`src/satss_pkg.sv`:
```
// Package for the stale-aware temperature source selector.
// Holds item types, cell control types, register indexes and sizing constants.
// No dependencies.
`default_nettype none
package satss_pkg;

  localparam int NUM_SOURCES   = 8;
  localparam int CH_W          = 4;
  localparam int TEMP_W        = 16;
  localparam int AGE_W         = 7;
  localparam int PRESCALE_W    = 7;
  localparam int CFG_IDX_W     = 2;

  localparam logic [AGE_W-1:0]      MAX_AGE        = AGE_W'(120);
  localparam logic [AGE_W-1:0]      AGE_STALE      = AGE_W'(121);
  localparam logic [PRESCALE_W:0]   TICKS_PER_AGE  = (PRESCALE_W+1)'(100);
  localparam logic signed [TEMP_W-1:0] TEMP_VALID_MIN = -TEMP_W'(1000);
  localparam logic signed [TEMP_W-1:0] TEMP_VALID_MAX = TEMP_W'(5500);
  localparam logic [TEMP_W-1:0]     SETPOINT_RESET = TEMP_W'(2500);

  localparam logic [CFG_IDX_W-1:0]  CFG_SOURCE_SELECT = CFG_IDX_W'(0);
  localparam logic [CFG_IDX_W-1:0]  CFG_SETPOINT      = CFG_IDX_W'(1);

  localparam logic                  REQ_TICK   = 1'b0;
  localparam logic                  REQ_SAMPLE = 1'b1;

  typedef struct packed {
    logic                     req_type;
    logic [CH_W-1:0]          channel;
    logic signed [TEMP_W-1:0] sample_temp;
    logic signed [TEMP_W-1:0] fallback_temp;
  } req_t;

  typedef struct packed {
    logic signed [TEMP_W-1:0] setpoint_out;
    logic signed [TEMP_W-1:0] reference_temp;
    logic                     used_fallback;
  } rsp_t;

  typedef struct packed {
    logic                     load;
    logic [CH_W-1:0]          channel;
    logic signed [TEMP_W-1:0] sample;
    logic                     age_step;
  } cell_ctl_t;

  typedef struct packed {
    logic signed [TEMP_W-1:0] value;
    logic                     stale;
  } tap_t;

endpackage
`default_nettype wire

```
`src/satss_cell.sv`:
```
// One sensor channel cell: latest value and age counter.
// Passes the selected channel's tap along the chain. Depends on satss_pkg.
`default_nettype none
module satss_cell
  import satss_pkg::*;
(
  input  wire logic            clk,
  input  wire logic            rst,
  input  wire logic [CH_W-1:0] idx,
  input  wire logic [CH_W-1:0] sel,
  input  wire cell_ctl_t       ctl,
  input  wire tap_t            tap_in,
  output tap_t                 tap_out
);

  logic signed [TEMP_W-1:0] value;
  logic [AGE_W-1:0]         age;

  always_ff @(posedge clk) begin
    if (rst) begin
      value <= '0;
      age   <= AGE_STALE;
    end else if (ctl.load && ctl.channel == idx) begin
      value <= ctl.sample;
      age   <= '0;
    end else if (ctl.age_step && age <= MAX_AGE) begin
      age <= age + AGE_W'(1);
    end
  end

  always_comb begin
    if (sel == idx) begin
      tap_out.value = value;
      tap_out.stale = age > MAX_AGE;
    end else begin
      tap_out = tap_in;
    end
  end

  a_age_bound: assert property (@(posedge clk) disable iff (rst) age <= AGE_STALE)
    else $error("cell age beyond stale mark");

endmodule
`default_nettype wire

```
`src/stale_aware_temperature_source_select.sv`:
```
// Top level of the stale-aware temperature source selector.
// Instantiates the row of satss_cell channel cells; depends on satss_pkg.
//
// Usage:
//   req channel: req_valid/req_stall carry one req_t item, a time tick or a
//   temperature sample. An item is taken when req_valid is high and
//   req_stall is low.
//   rsp channel: rsp_valid/rsp_stall carry one rsp_t item per request with
//   the setpoint and the reference temperature after that request.
//   cfg channel: cfg_valid/cfg_ready write source_select (index 0) or
//   setpoint (index 1); cfg_ready is always high. Write only while idle.
// Timing: one request per cycle sustained while rsp_stall is low. When a request
//   is taken, the channel cells update and the item enters the pending stage;
//   the selection chain is walked into the result register once the output can advance.
// Reset: rst is synchronous; all channels go stale with value zero, the
//   prescaler clears, source_select is 0 and setpoint is 2500.
// Stall: with rsp_stall high the result holds; one more request is taken
//   into the pending stage, then req_stall rises until the result drains.
`default_nettype none
module stale_aware_temperature_source_select
  import satss_pkg::*;
(
  input  wire logic                 clk,
  input  wire logic                 rst,
  input  wire logic                 req_valid,
  output logic                      req_stall,
  input  wire req_t                 req,
  output logic                      rsp_valid,
  input  wire logic                 rsp_stall,
  output rsp_t                      rsp,
  input  wire logic                 cfg_valid,
  output logic                      cfg_ready,
  input  wire logic [CFG_IDX_W-1:0] cfg_index,
  input  wire logic [TEMP_W-1:0]    cfg_data
);

  logic [CH_W-1:0]          source_select;
  logic signed [TEMP_W-1:0] setpoint;
  logic [PRESCALE_W-1:0]    tick_prescale;
  logic [PRESCALE_W-1:0]    tick_prescale_next;
  logic                     age_step;
  logic                     p_valid;
  logic signed [TEMP_W-1:0] p_fallback;
  logic                     out_adv;
  logic                     accept;
  logic [CH_W-1:0]          sel;
  logic                     use_fb;
  logic                     out_of_range;
  cell_ctl_t                ctl;
  tap_t                     taps [NUM_SOURCES+1];

  assign cfg_ready = 1'b1;
  assign out_adv   = !rsp_valid || !rsp_stall;
  assign req_stall = p_valid && !out_adv;
  assign accept    = req_valid && !req_stall;

  always_ff @(posedge clk) begin
    if (rst) begin
      source_select <= '0;
      setpoint      <= SETPOINT_RESET;
    end else if (cfg_valid && cfg_ready) begin
      unique case (cfg_index)
        CFG_SOURCE_SELECT: source_select <= cfg_data[CH_W-1:0];
        CFG_SETPOINT:      setpoint      <= cfg_data;
        default: ;
      endcase
    end
  end

  always_comb begin
    tick_prescale_next = tick_prescale + PRESCALE_W'(1);
    age_step           = 1'b0;
    if ({1'b0, tick_prescale_next} >= TICKS_PER_AGE || tick_prescale_next == '0) begin
      tick_prescale_next = '0;
      age_step           = 1'b1;
    end
  end

  always_ff @(posedge clk) begin
    if (rst) begin
      tick_prescale <= '0;
    end else if (accept && req.req_type == REQ_TICK) begin
      tick_prescale <= tick_prescale_next;
    end
  end

  always_comb begin
    ctl.load     = accept && req.req_type == REQ_SAMPLE;
    ctl.channel  = req.channel;
    ctl.sample   = req.sample_temp;
    ctl.age_step = accept && req.req_type == REQ_TICK && age_step;
  end

  assign sel = ({1'b0, source_select} < (CH_W+1)'(NUM_SOURCES)) ? source_select : '0;

  assign taps[0] = '{value: '0, stale: 1'b1};

  for (genvar n = 0; n < NUM_SOURCES; n++) begin : g_cell
    satss_cell u_cell (
      .clk     (clk),
      .rst     (rst),
      .idx     (CH_W'(n)),
      .sel     (sel),
      .ctl     (ctl),
      .tap_in  (taps[n]),
      .tap_out (taps[n+1])
    );
  end

  always_ff @(posedge clk) begin
    if (rst) begin
      p_valid <= 1'b0;
    end else if (accept) begin
      p_valid <= 1'b1;
    end else if (out_adv) begin
      p_valid <= 1'b0;
    end
  end

  always_ff @(posedge clk) begin
    if (accept) begin
      p_fallback <= req.fallback_temp;
    end
  end

  assign out_of_range = taps[NUM_SOURCES].value < TEMP_VALID_MIN ||
                        taps[NUM_SOURCES].value > TEMP_VALID_MAX;
  assign use_fb = sel == '0 || taps[NUM_SOURCES].stale || out_of_range;

  always_ff @(posedge clk) begin
    if (rst) begin
      rsp_valid <= 1'b0;
    end else if (out_adv) begin
      rsp_valid <= p_valid;
    end
  end

  always_ff @(posedge clk) begin
    if (out_adv && p_valid) begin
      rsp.setpoint_out   <= setpoint;
      rsp.reference_temp <= use_fb ? p_fallback : taps[NUM_SOURCES].value;
      rsp.used_fallback  <= use_fb;
    end
  end

  a_stall_pending: assert property (@(posedge clk) disable iff (rst)
    req_stall |-> p_valid && rsp_valid)
    else $error("request stalled with nothing pending");

  a_accept_pending: assert property (@(posedge clk) disable iff (rst)
    accept |=> p_valid)
    else $error("accepted item not pending");

  a_prescale_bound: assert property (@(posedge clk) disable iff (rst)
    {1'b0, tick_prescale} < TICKS_PER_AGE)
    else $error("prescaler out of bound");

  a_ref_in_range: assert property (@(posedge clk) disable iff (rst)
    rsp_valid && !rsp.used_fallback |->
      rsp.reference_temp >= TEMP_VALID_MIN && rsp.reference_temp <= TEMP_VALID_MAX)
    else $error("channel value returned out of range");

endmodule
`default_nettype wire

```
`config.mk`:
```
export PLATFORM = sky130hd
export DESIGN_NAME = stale_aware_temperature_source_select
export DESIGN_NICKNAME = d
export VERILOG_FILES = /design/src/satss_pkg.sv /design/src/satss_cell.sv /design/src/stale_aware_temperature_source_select.sv
export SDC_FILE = /design/constraint.sdc
export NUM_CORES = 1
export LEC_CHECK = 0
export ABC_AREA = 1
export BUFFER_PORTS_ARGS = -buffer_cell sky130_fd_sc_hd__buf_2
export CAP_MARGIN = 20
export CORE_UTILIZATION = 60
export DETAILED_ROUTE_END_ITERATION = 6
export PLACE_DENSITY_LB_ADDON = 0.3
export SLEW_MARGIN = 5
export SYNTH_ARGS = -nofsm -noshare
export SYNTH_HDL_FRONTEND = slang
export SYNTH_SLANG_ARGS = --single-unit
```
`constraint.sdc`:
```
create_clock -name clk -period 3.1 [get_ports clk]
set_clock_uncertainty 0.15 [all_clocks]
set_input_delay 0.62 -clock clk [delete_from_list [all_inputs] [get_ports clk]]
set_output_delay 0.62 -clock clk [all_outputs]
set_load 0.05 [all_outputs]
```
# Yosys cells after proc, flatten, opt, wreduce, memory -nomap -nowiden
# Index checks and enable logic that the tools add are counted.
dict set report classes {
  mux 30
  n_lt_le_gt_ge 20
  n_addsub 9
  n_eq_ne 15
  reduce_logical 54
  n_bitwise 1
}
# op n
set ops {}
lappend ops {{$mux 17} 8}
lappend ops {{$mux 7} 17}
lappend ops {{$add 7x1->7 const B} 9}
lappend ops {{$gt 7x7->1 const B} 8}
lappend ops {{$le 7x7->1 const B} 8}
lappend ops {{$eq 4x3->1 const B} 8}
lappend ops {{$logic_and 1x1->1} 22}
lappend ops {{$reduce_bool 2->1} 9}
lappend ops {{$eq 4x2->1 const B} 4}
lappend ops {{$gt 16x14->1 const B} 1}
lappend ops {{$lt 16x11->1 const B} 1}
lappend ops {{$mux 16} 1}
lappend ops {{$reduce_or 2->1} 8}
lappend ops {{$eq 4x1->1 const B} 2}
lappend ops {{$logic_not 4->1} 2}
lappend ops {{$ge 7x7->1 const B} 1}
lappend ops {{$logic_not 7->1} 1}
lappend ops {{$logic_or 1x1->1} 5}
lappend ops {{$logic_not 1->1} 4}
lappend ops {{$lt 4x4->1 const B} 1}
lappend ops {{$mux 4} 1}
lappend ops {{$reduce_and 2->1} 2}
lappend ops {{$mux 1} 3}
lappend ops {{$eq 2x1->1 const B} 1}
lappend ops {{2 further kinds} 2}
dict set report word_totals {
  out_inout_bits 36
  reg_bits 262
  in_bits 60
  word_cells 162
}

# Longest topological paths before layout
# Gate-level depths: netlist (run 1).
dict set report depth {
  ltp_word 15
  ltp_mapped 20
  mapped_depth_nobuf 19
}

# Modules after synthesis
# From an unflattened synthesis (run 1), not the netlist that was laid out.
dict set report unflattened {
  hier_cells 2400
  hier_area_um2 15706.3
}
# mod seq_area_each_um2 n_inst area_each_um2 cells_per_inst
set modules_own_cells {}
lappend modules_own_cells {satss_cell 460.4 8 1570.3 260}
lappend modules_own_cells {stale_aware_temperature_source_select 2052.0 1 3144.3 320}

# Worst setup path after synthesis (run 1)
# No wires, ideal clock.
dict set report synth_path {
  path_kind {register -> register}
  startpoint {reg rsp_valid}
  endpoint {reg g_cell[1].u_cell.age[0]}
  stages_incl_launch_ff 12
  period_less_slack_ps 2904
  path_buffers 1
  setup_slack_ps 196
  t_arrival_ps 2675
  setup_ps 79
  path_cell_list {dfxtp_1 -> nand2_1 -> nor2_1 -> inv_1 -> nand2_1 -> nor2_1 -> inv_1 -> nor4_1 -> inv_1 -> clkbuf_1 -> nand2_1 -> o211ai_1}
}
dict set report synth_via {
  elab_chain_cells 10
  word_cells_on_any_way 13
  classes_between {1 x mux; 12 x reduce/logical}
}
# element line
set synth_lines {}
lappend synth_lines {{start: declaration} stale_aware_temperature_source_select.sv:28} ;# output logic rsp_valid,
lappend synth_lines {{start signal: assignment} stale_aware_temperature_source_select.sv:134} ;# rsp_valid <= p_valid;
lappend synth_lines {{$logic_not 1->1 (*)} stale_aware_temperature_source_select.sv:53} ;# assign out_adv = !rsp_valid || !rsp_stall;
lappend synth_lines {{$logic_or 1x1->1 (*)} stale_aware_temperature_source_select.sv:53}
lappend synth_lines {{$logic_not 1->1 (*)} stale_aware_temperature_source_select.sv:54} ;# assign req_stall = p_valid && !out_adv;
lappend synth_lines {{$logic_and 1x1->1 (*)} stale_aware_temperature_source_select.sv:54}
lappend synth_lines {{via req_stall} stale_aware_temperature_source_select.sv:26} ;# output logic req_stall,
lappend synth_lines {{$logic_not 1->1 (*)} stale_aware_temperature_source_select.sv:55} ;# assign accept = req_valid && !req_stall;
lappend synth_lines {{$logic_and 1x1->1 (*)} stale_aware_temperature_source_select.sv:55}
lappend synth_lines {{$logic_and 1x1->1 (2 in a row)} stale_aware_temperature_source_select.sv:91} ;# ctl.age_step = accept && req.req_type == REQ_TICK && age_step;
lappend synth_lines {{$logic_and 1x1->1} satss_cell.sv:26} ;# end else if (ctl.age_step && age <= MAX_AGE) begin
lappend synth_lines {{$reduce_bool 2->1 (no line)} n/a}
lappend synth_lines {{end signal: assignment} satss_cell.sv:27} ;# age <= age + AGE_W'(1);
lappend synth_lines {{end: declaration} satss_cell.sv:17} ;# logic [AGE_W-1:0] age;
# The timed path passes the listed nets; every way through them passes the cells marked *.
# A chain may end at the register's enable or synchronous reset.

# Worst setup path after layout (run 1)
dict set report layout_path {
  startpoint {reg source_select[1]}
  endpoint {reg rsp[3] (netlist name) (data pin)}
}
dict set report layout_via {
  elab_chain_cells 15
  word_cells_on_any_way 24
  classes_between {3 x order compare; 7 x eq/ne; 10 x mux; 4 x reduce/logical}
}
# element line
set layout_lines {}
lappend layout_lines {{start: declaration} stale_aware_temperature_source_select.sv:37} ;# logic [CH_W-1:0] source_select;
lappend layout_lines {{start signal: assignment} stale_aware_temperature_source_select.sv:63} ;# CFG_SOURCE_SELECT: source_select <= cfg_data[CH_W-1:0];
lappend layout_lines {{$lt 4x4->1} stale_aware_temperature_source_select.sv:94} ;# assign sel = ({1'b0, source_select} < (CH_W+1)'(NUM_SOURCES)) ? source_select : '0;
lappend layout_lines {{$mux 4 (*)} stale_aware_temperature_source_select.sv:94}
lappend layout_lines {{$logic_not 4->1} {satss_cell.sv:32, stale_aware_temperature_source_select.sv:128}}
lappend layout_lines {{$mux 17 (8 in a row)} satss_cell.sv:32} ;# if (sel == idx) begin
lappend layout_lines {{$lt 16x11->1 or $gt 16x14->1 (tied branches)} {stale_aware_temperature_source_select.sv:126, stale_aware_temperature_source_select.sv:127}}
lappend layout_lines {{$logic_or 1x1->1} stale_aware_temperature_source_select.sv:126} ;# assign out_of_range = taps[NUM_SOURCES].value < TEMP_VALID_MIN ||
lappend layout_lines {{$logic_or 1x1->1} stale_aware_temperature_source_select.sv:128} ;# assign use_fb = sel == '0 || taps[NUM_SOURCES].stale || out_of_range;
lappend layout_lines {{$mux 16 (*)} stale_aware_temperature_source_select.sv:141} ;# rsp.reference_temp <= use_fb ? p_fallback : taps[NUM_SOURCES].value;
lappend layout_lines {{end: declaration} stale_aware_temperature_source_select.sv:30} ;# output rsp_t rsp,
# Every way passes the cells marked *; elsewhere a longest branch is shown, timed or not.

==> key figures, run 1 <==
Run status
  – Status: completed

Yosys
  – Syn avg cell area: 7.65 µm²
  – Syn Nets: ~1,600
  – Post-synth EDFFs: 49
  – Mapped Cells: 1,509
  – Synth unique cells: 42
  – Largest cells by area after synthesis: dfxtp_1 37%, edfxtp_1 13%, nor2_1 10%, o21ai_0 7.3%, nand2_1 6.9%
  – Sequential-to-total area share from yosys stat: 49.7%
  – Post-synth top area cell: dfxtp_1
  – Synth Warn #: 0
  – Post-synthesis cell area: 11,500 µm²
  – Leading register cell type out of synthesis: dfxtp_1
  – Yosys reg bits: 262
  – Async S/R FF share, synth: 0%
  – Synth top area share: ~37%

Floorplanning
  – I/O Pins: 96
  – Starting Density: between 60% and 70%
  – Die Area: between 15,000 and 20,000 µm²
  – Overall die height: 141 µm
  – # rows: 50
  – Chip Width: 141 µm
  – Core ar.: around 19,000 µm²

Setup path
  – Crit end category: register
  – CP Cell Sequence: inv_2 > nor2_4 > nand2_1 > nor2_4 > buf_4 > nand2_1 > nand4_1 > buf_4 > nand4_1 > nor2_1 > nand2_1 > nand3_4 > nand2_4 > nand2_1 > nand2_1
  – Slowest CP cell: dfxtp_2
  – CP max FO: 17
  – Crit-path max cell delay: 0.42 ns
  – CP required: approximately 3.2 ns
  – Crit path max-delay family: simple AND/OR/NAND/NOR gates
  – CP startpoint kind: register
  – Worst Path Buf+Inv: 3
  – Crit path DAT: 3.04 ns
  – Most frequent CP cell: nand2_1
  – Crit path kind: reg -> reg

Routing
  – Initial DRC count: ~920
  – Via-per-instance ratio: 5.66
  – Antenna Nets Post-Route: 0
  – DRC Markers: 0
  – First-pass detailed-route iteration total: 5
  – Post-Route WL: around 29 mm
  – DR WL/cell: 15.7 µm
  – Vias after detailed routing: roughly 10,000

Clock tree
  – CTS tree: built
  – Clock slew seen by the registers of the worst setup and hold paths: ~0.060 ns
  – CTS sink count: around 260
  – CTS H-tree depth: 1
  – Clk_lat worst skew: 0.54 ns
  – Root Buffer: clkbuf_16
  – CTS buffer count: 28
  – Longest Clk Path Bufs: 3

Job
  – Max-cap violations: 0

Placement
  – Placed cells: 1,785
  – Pre-CTS setup slack: -0.0439 ns
  – DP HPWL: slightly below 20 mm
  – GPL Wtd Cong: approximately 0.91
  – Port Buffers: 94

Power and ir drop
  – Pwr dens: 579 nW/µm²
  – Pwr Total: between 7000 and 8000 µW
  – Static leakage: a little under 0.006 µW
  – VDD IR max: 0.429 mV

Global route
  – Total grt overflow: 0
  – Largest net degree at the start of global routing: 77
  – First-pass GRT wire length: 47.1 mm
  – Initial antenna violation count: 0
  – Global router's overall resource usage: 29.3%
  – Vias in the first global route: 9,582

Final layout
  – Area Overhead vs Synth: 16.2%
  – Most frequent cells in the layout: 313 x nor2_1, 212 x nand2_1, 212 x dfxtp_1
  – N_diodes: 0
  – Final net count: 1,668
  – Share of layout cells above drive strength 1: a little over an eighth
  – Non-Filler Instances: 1,847
  – Commonest non-fill, non-tap cell in the layout: nor2_1
  – Layout Utilization: between 70% and 80%

STA
  – Final period util: 93.5%
  – Slew @ Worst Pin: 0.840 ns
  – Relative slew slack: 44.0%
  – Fin. Hold Viols: 0
  – Tmin final: 2.90 ns
  – Setup TNS: 0 ns
  – F_max: 345 MHz
  – Max Slew Vio Count: 0
  – # setup viols final: 0
  – Final worst slack: 0.202 ns

Hold path
  – Class of the worst hold path: in -> reg
==> cells in the mapped netlist (2+ instances only) <==
cell type,instances
clkbuf_1,53
or2_0,5
edfxtp_1,49
a21oi_1,54
nand4_1,44
buf_2,8
o211ai_1,22
o31ai_1,2
nand2_1,212
o311ai_0,2
a211oi_1,6
a31oi_1,3
nand3_1,95
nor4_1,13
o21ai_1,2
nor3_1,13
o21ai_0,168
xor2_1,24
nor2_4,4
ha_1,17
inv_1,130
o21bai_1,4
nand3_2,3
buf_1,14
nor2_1,316
dfxtp_1,213
xnor2_1,3
clkinv_1,3
buf_4,5
inv_2,10
==> routing by layer <==
layer / GRT usage (%) / vias to the layer above / part of all wire, %
met5: 0 / - / 0
met4: 11.0 / 0 / 3.1
met3: 4.04 / 72 / 8.0
met2: 48.7 / 443 / 46
met1: 39.1 / 4826 / 43
li1: - / 5108 / -
==> registers in the layout, summed over array words and instances, names as in the netlist <==
name	count
rsp	33
g_cell.u_cell.value	128
setpoint	16
rsp_valid	1
tick_prescale	7
p_valid	1
g_cell.u_cell.age	56
p_fallback	16
source_select	4
==> path summary, 6_finish.rpt <==
kind / endpoint / depth (start not counted) / from / slack [ns]
hold reg to reg: rsp[19]$_DFFE_PP_ / 0 / setpoint[2]$_SDFFE_PP1P_ / 0.28
hold / removal: p_fallback[5]$_DFFE_PP_ / 1 / req[5] / 0.1
setup / recovery: rsp[3]$_DFFE_PP_ / 15 / source_select[1]$_SDFFE_PP0P_ / 0.20
setup reg to reg: rsp[3]$_DFFE_PP_ / 15 / source_select[1]$_SDFFE_PP0P_ / 0.20
==> what timing repair did <==
action,in CTS,in global routing
gates resized for setup,1,7
endpoints found under the setup margin,15,19
hold buffers,0,0
pin swaps,0,5
setup buffers,0,10
==> where the power goes <==
group	internal, µW	total, µW	leakage, µW	switching (µW)
Clock	2330	3670	0.000507	1340
Sequential	3560	3600	0.00219	41.3
Combinational	139	503	0.00325	364
Total	6020	7770	0.00595	1750
==> per-stage QoR <==
step,instance area (µm²),hold WS (ns)
floorplan,11500,0.259
global placement,12300,0.261
detailed placement,12300,0.263
CTS,13300,0.0906
global route,13400,0.0936
finish,13400,0.0990
==> logic make-up (layout without fill, tap and decap cells) <==
family,after synthesis,after routing,synth area share [%]
AO/OA/AOI/OAI,268,268,12.6
XOR/XNOR,27,27,2.05
adder cells (fa/ha/maj),17,17,1.84
buffers and inverters,224,328,7.59
flip-flops,262,262,49.7
other,1,1,0.0325
AND/OR/NAND/NOR,710,710,26.2
==> layout make-up <==
cell class / count / area [µm²]
repair buffers: 133 / 813
clock buffers: 40 / 817
well taps: 234 / 293
multi-input cells: 1023 / 5010
clock inverters: 12 / 213
fillers: 1442 / 5340
inverters: 143 / 539
flip-flops and latches: 262 / 5740
(Power assumes the default switching activity.)
==> inputs of run 2 (changes only) <==
--- a/config.mk
+++ b/config.mk
@@ -14,4 +14,5 @@
 export SLEW_MARGIN = 5
 export SYNTH_ARGS = -nofsm -noshare
 export SYNTH_HDL_FRONTEND = slang
+export SYNTH_HIERARCHICAL = 1
 export SYNTH_SLANG_ARGS = --single-unit
==> key figures, run 2 <==
Run status
  – Failing checks: setup timing
  – Status: finished, violations left

STA
  – Tmin final: 3.75 ns (+0.853 ns)
  – # setup viols final: 17 (+17)
  – Final worst slack: -0.651 ns (-0.853 ns)
  – RSZ-0062 raised after global routing: yes
  – Max Slew Vio Count: 0 (unchanged)
  – Final Hold Slack: 0.0761 ns (-0.0229 ns)
  – F_max: 267 MHz (-23%)
  – Fin. Hold Viols: 0 (unchanged)
  – Relative slew slack: 48.8% (+4.9 points)
  – Slew @ Worst Pin: 0.767 ns (-0.0730 ns)
  – Final period util: 121% (+28 points)

Clock tree
  – Longest Clk Path Bufs: 3 (unchanged)
  – Clk_lat worst skew: 0.56 ns (+0.02 ns)
  – Clock slew seen by the registers of the worst setup and hold paths: 0.06 ns (about the same)
  – CTS buffer count: 30 (+7.1%)
  – CTS tree: built
  – CTS sink count: 262 (unchanged)
  – Root Buffer: clkbuf_16
  – CTS H-tree depth: 1 (unchanged)

Setup path
  – Crit end category: register
  – CP Launch Point: source_select[3]$_SDFFE_PP0P_
  – CP startpoint kind: register
  – Crit path DAT: 3.93 ns (+0.89 ns)
  – CP max FO: 8 (-9)
  – RR Startpoint: source_select[3]$_SDFFE_PP0P_
  – Crit path max-delay family: simple AND/OR/NAND/NOR gates
  – Crit path kind: reg -> reg
  – Slowest CP cell: dfxtp_4
  – Most frequent CP cell: nand2_1
  – Reg2reg setup slack: -0.65 ns (-0.85 ns)
  – Total stage count of the critical path: 30 (+15)
  – Crit-path max cell delay: 0.37 ns (-0.05 ns)
  – Worst reg2reg path depth: 30 (+15)
  – Worst Path Buf+Inv: 6 (+3)
  – CP required: 3.28 ns (+0.04 ns)

Yosys
  – Yosys reg bits: 262 (unchanged)
  – Top cells by count, synth: 583 x nand2_1, 503 x inv_1, 219 x nor2_1
  – Mapped Cells: 2,400 (+59%)
  – Synth Warn #: 6 (+6)
  – Synth top area share: 27.1% (-9.8 points)
  – Largest cells by area after synthesis: dfxtp_1 27%, nand2_1 14%, inv_1 12%, edfxtp_1 9.4%, nand4_1 6.6%
  – Sequential-to-total area share from yosys stat: 36.5% (-13 points)
  – Top-count cell post-synth: nand2_1
  – Post-synth top area cell: dfxtp_1
  – Leading register cell type out of synthesis: dfxtp_1
  – Async S/R FF share, synth: 0% (unchanged)
  – Post-synth EDFFs: 49 (unchanged)
  – Post-synthesis cell area: 15,700 µm² (+36%)
  – Synth unique cells: 30 (-29%)
  – Syn avg cell area: 6.54 µm² (-14%)

Routing
  – Vias after detailed routing: 15,100 (+45%)
  – Antenna Nets Post-Route: 0 (unchanged)
  – DRC Markers: 0 (unchanged)
  – Post-Route WL: 39.9 mm (+37%)
  – DR WL/cell: 13.3 µm (-15%)
  – Initial DRC count: 1,273 (+38%)
  – First-pass detailed-route iteration total: 5 (unchanged)
  – Via-per-instance ratio: 5.06 (-11%)

Global route
  – Largest net degree at the start of global routing: 52 (-32%)
  – Total grt overflow: 0 (unchanged)
  – Global router's overall resource usage: 29.9% (+0.61 points)
  – Initial antenna violation count: 3 (+3)
  – Vias in the first global route: 14,400 (+50%)
  – First-pass GRT wire length: 66.4 mm (+41%)

Placement
  – Port Buffers: 94 (unchanged)
  – GPL Wtd Cong: 0.873 (-3.8%)
  – DP HPWL: 25.7 mm (+32%)
  – Area after DPL: 17,100 µm² (+39%)

Final layout
  – Final net count: 2,713 (+63%)
  – Number of flip-flops in the largest register: 128 (unchanged)
  – Commonest non-fill, non-tap cell in the layout: nand2_1
  – Most frequent cells in the layout: 574 x nand2_1, 499 x inv_1, 213 x nor2_1
  – Design Area, Final: 18,900 µm² (+41%)
  – Regs by FF count: g_cell.u_cell/value (128), g_cell.u_cell/age (56), rsp (33)
  – Area Overhead vs Synth: 20.2%
  – Top reg by flops: g_cell.u_cell/value
  – Share of layout cells above drive strength 1: 18.8% (+5.5 points)

Floorplanning
  – Die Area: 26,800 µm² (+35%)
  – Chip Width: 164 µm (+16%)
  – Starting Density: 61.8% (+0.30 points)
  – Core ar.: 25,400 µm² (+35%)
  – # rows: 58 (+16%)
  – I/O Pins: 96 (unchanged)
  – Overall die height: 164 µm (+16%)

Hold path
  – Min-Delay Path Depth: 1 (unchanged)
  – Hold_sp: req[7]
  – Class of the worst hold path: in -> reg

Power and ir drop
  – Pwr dens: 474 nW/µm² (-18%)
  – VDD IR max: 0.582 mV (+36%)
  – Pwr Total: 8950 µW (+15%)
  – Static leakage: 0.00964 µW (+62%)

Job
  – Max-cap violations: 0 (unchanged)
-- run 2: repair_timing --
item,in CTS,in global routing
setup buffers,25,6
gates resized for setup,135,31
hold buffers,0,0
cloned,7,0
setup endpoints to repair,17,17
pin swaps,44,21
-- run 2: per-layer routing --
metal	up-vias	global-route usage [%]	part of all wire (%)
li1	7717	-	-
met1	6780	35.8	41
met2	534	55.2	49
met3	105	3.16	6.2
met4	0	10.4	3.0
met5	-	0	0
-- run 2: area by class of cell --
type / instances / area [µm²]
antenna: 3 / 7.51
clock buffer: 34 / 796
clock inverter: 21 / 248
fill: 1968 / 6510
inverter: 544 / 2040
multi-input combinational: 1603 / 8100
sequential: 262 / 5740
tap: 330 / 413
timing repair buffer: 195 / 1540
-- run 2: kinds of logic (layout without fill, tap and decap cells) --
logic type / after synthesis / count (layout) / synth area share [%]
other cells: 2 / 117 / 0.0478
xor+xnor: 41 / 41 / 2.29
simple gates: 1238 / 1239 / 36.8
buf+inv: 648 / 794 / 16.7
compound gates: 192 / 192 / 6.29
flops: 262 / 262 / 36.5
fa+ha+maj: 17 / 17 / 1.35
-- run 2: metrics by stage --
step                      TNS (ns)  std cells  setup slack [ns]  util (%)
after floorplan                  0       2512            0.0144         -
final                       -10.44       2992            -0.651      74.4
after detailed placement     -8.71       2897            -0.528      67.2
after CTS                    -6.83       2984            -0.420      73.8
after global placement       -7.01       2897            -0.422      67.2
after global routing        -14.02       2992            -0.850      74.4
-- run 2: report_power, final --
part           total (µW)  internal (µW)  switching, µW
combinational        1630            588           1040
sequential           3610           3570           37.5
clock                3710           2250           1460
-- run 2: path summary, 6_finish.rpt --
check                                                to
worst max-delay path                   rsp[2]$_DFFE_PP_
worst min-delay path            p_fallback[7]$_DFFE_PP_
worst max register to register         rsp[2]$_DFFE_PP_
worst min register to register        rsp[20]$_DFFE_PP_
